--- src/hdl/gs2d_pkg.sv ---
// shared types and constants of the 2-d gaussian smoothing block
package gs2d_pkg;

    localparam int PIX_W   = 16;
    localparam int ROW_W   = 12;
    localparam int COL_W   = 10;
    localparam int FW_W    = 11;
    localparam int FH_W    = 13;
    localparam int GEO_W   = 13;
    localparam int RAD_W   = 2;
    localparam int WGT_W   = 16;
    localparam int TAP_W   = 32;
    localparam int PROD_W  = 49;
    localparam int ACC_W   = 56;
    localparam int CFG_W   = 64;
    localparam int IDX_W   = 3;
    localparam int MAX_HEIGHT  = 4096;
    localparam int QUEUE_DEPTH = 4;

    typedef enum logic [IDX_W-1:0] {
        REG_WIDTH  = 3'd0,
        REG_HEIGHT = 3'd1,
        REG_RAD_H  = 3'd2,
        REG_RAD_V  = 3'd3,
        REG_WGT_H  = 3'd4,
        REG_WGT_V  = 3'd5
    } t_reg_idx;

    typedef struct packed {
        logic [GEO_W-1:0] width;
        logic [GEO_W-1:0] height;
        logic [RAD_W-1:0] rad_h;
        logic [RAD_W-1:0] rad_v;
    } t_geom;

    typedef struct packed {
        logic             interior;
        logic             border;
        logic             eop;
        logic [ROW_W-1:0] int_row;
        logic [COL_W-1:0] int_col;
        logic [ROW_W-1:0] brd_row;
        logic [COL_W-1:0] brd_col;
    } t_meta;

endpackage

--- src/hdl/gs2d_queue.sv ---
// short fifo between the front end and the arithmetic back end
module gs2d_queue import gs2d_pkg::*; #(
    parameter int DATA_W = 8
) (
    input  logic              i_clk,
    input  logic              i_rst_n,
    input  logic              i_push,
    input  logic [DATA_W-1:0] i_data,
    output logic              o_full,
    input  logic              i_pop,
    output logic              o_valid,
    output logic [DATA_W-1:0] o_data
);

    localparam int PW = $clog2(QUEUE_DEPTH);

    logic [DATA_W-1:0] r_mem [QUEUE_DEPTH];
    logic [PW-1:0]     r_wr;
    logic [PW-1:0]     r_rd;
    logic [PW:0]       r_cnt;

    assign o_full  = r_cnt == (PW+1)'(QUEUE_DEPTH);
    assign o_valid = r_cnt != '0;
    assign o_data  = r_mem[r_rd];

    always_ff @(posedge i_clk) begin
        if (!i_rst_n) begin
            r_wr  <= '0;
            r_rd  <= '0;
            r_cnt <= '0;
        end else begin
            if (i_push) begin
                r_wr <= r_wr + PW'(1);
            end
            if (i_pop) begin
                r_rd <= r_rd + PW'(1);
            end
            if (i_push && !i_pop) begin
                r_cnt <= r_cnt + (PW+1)'(1);
            end else if (i_pop && !i_push) begin
                r_cnt <= r_cnt - (PW+1)'(1);
            end
        end
    end

    always_ff @(posedge i_clk) begin
        if (i_push) begin
            r_mem[r_wr] <= i_data;
        end
    end

endmodule

--- config.mk ---
export PLATFORM = sky130hd
export DESIGN_NAME = gs2d_queue
export DESIGN_NICKNAME = d
export VERILOG_FILES = /design/src/hdl/gs2d_pkg.sv /design/src/hdl/gs2d_queue.sv
export SDC_FILE = /design/constraint.sdc
export NUM_CORES = 1
export LEC_CHECK = 0
export BUFFER_PORTS_ARGS = -buffer_cell sky130_fd_sc_hd__buf_2
export CAP_MARGIN = 40
export CORE_ASPECT_RATIO = 0.5
export CORE_MARGIN = 3
export CORE_UTILIZATION = 50
export DETAILED_ROUTE_END_ITERATION = 6
export PLACE_DENSITY = 0.73
export SYNTH_ARGS = -nofsm -noshare
export SYNTH_HDL_FRONTEND = slang
export SYNTH_SLANG_ARGS = --single-unit
--- constraint.sdc ---
create_clock -name i_clk -period 3.1 [get_ports i_clk]
set_clock_uncertainty 0.2 [all_clocks]
set_input_delay 0.31 -clock i_clk [delete_from_list [all_inputs] [get_ports i_clk]]
set_output_delay 0.31 -clock i_clk [all_outputs]
set_load 0.01 [all_outputs]
==> key figures <==
Final layout
  • Non-Filler Instances: 149
  • # diodes: 0
  • Proportion of layout cells with a drive suffix above 1: a little under a third
  • Reg area: approximately 1100 sq um
  • Synth-to-Final Area Change: 15.05%
  • Area of the multi-input gates: around 430 sq um
  • Most frequent cells in the layout: edfxtp_1 (32), buf_2 (21), and2_1 (9), dfxtp_1 (9), mux4_2 (8)
  • Commonest non-fill, non-tap cell in the layout: edfxtp_1
  • Final net count: 129
  • Layout fillers: ~190

Worst setup path
  • Crit path launch type: flip-flop
  • Crit path max-delay cell type: dfxtp_1
  • Max incr delay on CP: 660 ps
  • Crit Path Class: flip-flop to primary output
  • CP Cell Sequence: mux4_2 -> buf_2
  • Cell family with the largest share of critical-path delay: flip-flops
  • CP bufs+invs: 1
  • Critical R2R Launch: r_cnt[0]
  • Worst-path maximum fanout: 8
  • Crit end category: primary output
  • WP data arrival: between 1500 and 2000 ps
  • Worst endpoint required time: about 2600 ps

Pwr
  • Int Pwr: 0.0009361 W
  • Final Total Pwr: approximately 0.0012 W
  • Reg power frac: about 55%
  • Fraction of power spent switching nets: a little over a fifth
  • Pleak: a little under 0.7 nW
  • Combinational share of power: 11.3%
  • Pwr Density: about 640 nW/um^2
  • Clock share of power: around a third
  • Sw power: ~0.00025 W
  • Max VDD drop: between 300 and 400 uV

Placement
  • PortBufs: 21
  • Dpl ws: around 1100 ps
  • Final Wtd Congestion: roughly 0.74
  • Post-Place Cells: 141
  • DP Wirelength: roughly 1.8 mm

Logic synthesis
  • Synth Instances: 85
  • Unique masters post-synth: 18
  • YS warnings: 0
  • Seq/Total Area, Yosys: between 70% and 80%
  • Register bit count reported by yosys: between 40 and 50
  • Mapped Avg Cell Area: around 19 sq um
  • Synth Net Count: just over 100
  • Post-Syn Area: roughly 1600 sq um

Drt
  • Vias per inst: between 4 and 5
  • Vias: 737
  • WL/cell: ~16 um
  • Remaining DRCs: 0
  • Routed Antenna Nets: 0
  • Pre-antenna DRT Iters: 3
  • Violation count after the first detailed-route iteration: 16
  • Aggregate routed wire length: roughly 2.4 mm

Clocking
  • Later-pin clock latency in the skew report: ~280 ps
  • Reg clk slew, reported paths: 70 ps
  • Post-CTS Setup Inserts: 0
  • Deepest clock path buffer count: 2
  • CTS buffer count: 5
  • CTS resizes: 0
  • CTS tree: built
  • CTS Hold Bufs: 0
  • CTS Sinks: just over 40
  • Root Driver: clkbuf_8
  • Clock H-tree levels: 2

Die
  • Core area: 2814 sq um
  • Starting Density: about 57%
  • Die area: roughly 4000 sq um
  • Chip height: roughly 46 um
  • Die Width: between 80 and 90 um
  • IO Pins: 22
  • Core Rows: 13

Timing
  • Setup TNS: 0 ps
  • Minimum clock period: ~2200 ps
  • Final hold vios: 0
  • Fin worst setup slack: a little over 900 ps
  • Unrepaired setup endpoints after global routing: no
  • Final Max Slew Viols: 0
  • Max Freq: around 460 MHz
  • Period utilization: between 70 and 80%
  • Rel. slew slack: between 60% and 70%
  • # setup viols final: 0
  • Hold_ws: 43.29 ps
  • Measured slew at the worst slew-check pin: ~530 ps

Global routing
  • Total grt overflow: 0
  • Antenna violations before repair: 0
  • Global router's overall resource usage: 14.41%
  • First-pass GRT wire length: ~3.9 mm
  • Pin count of the biggest net entering global routing: 13
  • Number of global-route vias before repair: 797

Status
  • Status: finished, final reports clean

Job
  • Max-cap violation count: 0

Worst hold path
  • Min-Delay Path Class: primary input to flip-flop
  • Hold wc startpoint: i_data[3]
[logic make-up after synthesis]
kind of cell | count (synthesis) | share of synthesized area, %
fa+ha+maj | 6 | 5.148
mux | 10 | 12.48
flops | 41 | 71.14
compound gates | 2 | 0.7799
buf+inv | 6 | 1.949
simple gates | 15 | 5.772
xor+xnor | 5 | 2.731
[per-layer routing]
metal	track usage, %	wire length, um	vias to the layer above
met1	16.37	1047	356
met3	5.714	120	0
li1	-	-	366
met2	25.27	1269	15
met4	5.678	0	0
met5	0	0	-
[power by group through the flow]
stage	clock network (W)	logic [W]	registers, W
floorplan	0	0.0000976	0.000652
global placement	0	0.000127	0.000663
detailed placement	0	0.000135	0.000666
CTS	0.000412	0.000136	0.000654
global route	0.000435	0.000148	0.000657
finish	0.000399	0.000133	0.000653
[per-stage QoR]
| step | util (%) | area [sq um] |
|---|---|---|
| 5_1_grt | 65.58 | 1846 |
| 3_3_place_gp | 61.81 | 1739 |
| 3_5_place_dp | 61.81 | 1739 |
| 4_1_cts | 65.58 | 1846 |
| 2_1_floorplan | - | 1604 |
| 6_report | 65.58 | 1846 |
[registers in the layout, summed over array words and instances (netlist names), named ones only]
| name | count |
|---|---|
| r_cnt | 3 |
| r_mem | 32 |
| r_rd | 2 |
| r_wr | 2 |
[Yosys cell counts]
master    instances  area, sq um
mux2i_1           2        20.02
fa_1              1        20.02
edfxtp_1         32        960.9
mux4_2            8        180.2
buf_6             1        11.26
a21boi_1          1        7.510
ha_1              5        62.56
dfxtp_1           9        180.2
inv_1             4        15.01
nor2b_1           2        12.51
xor2_1            3        26.28
clkbuf_2          1        5.000
or3_1             2        12.51
o21ai_0           1        5.000
nor3b_1           1        7.510
and2_1            9        56.30
nand2_1           1        3.750
xnor2_1           2        17.52
[worst paths after layout]
check                                    to  slack, ps  cells after the start
worst min register to register     r_cnt[2]        290                      2
worst min-delay path            r_mem[3][3]         40                      1
worst max register to register     r_cnt[2]       1400                      4
worst max-delay path              o_data[5]        920                      2
[layout make-up]
cell class / count / share of cell area, %
multi-input cells: 38 / 23.39
clock inverters: 2 / 1.831
clock buffers: 6 / 3.932
repair buffers: 21 / 5.695
inverters: 4 / 0.8136
flip-flops and latches: 41 / 61.83
well taps: 37 / 2.508
No activity file was read; power rests on OpenSTA's default activity.
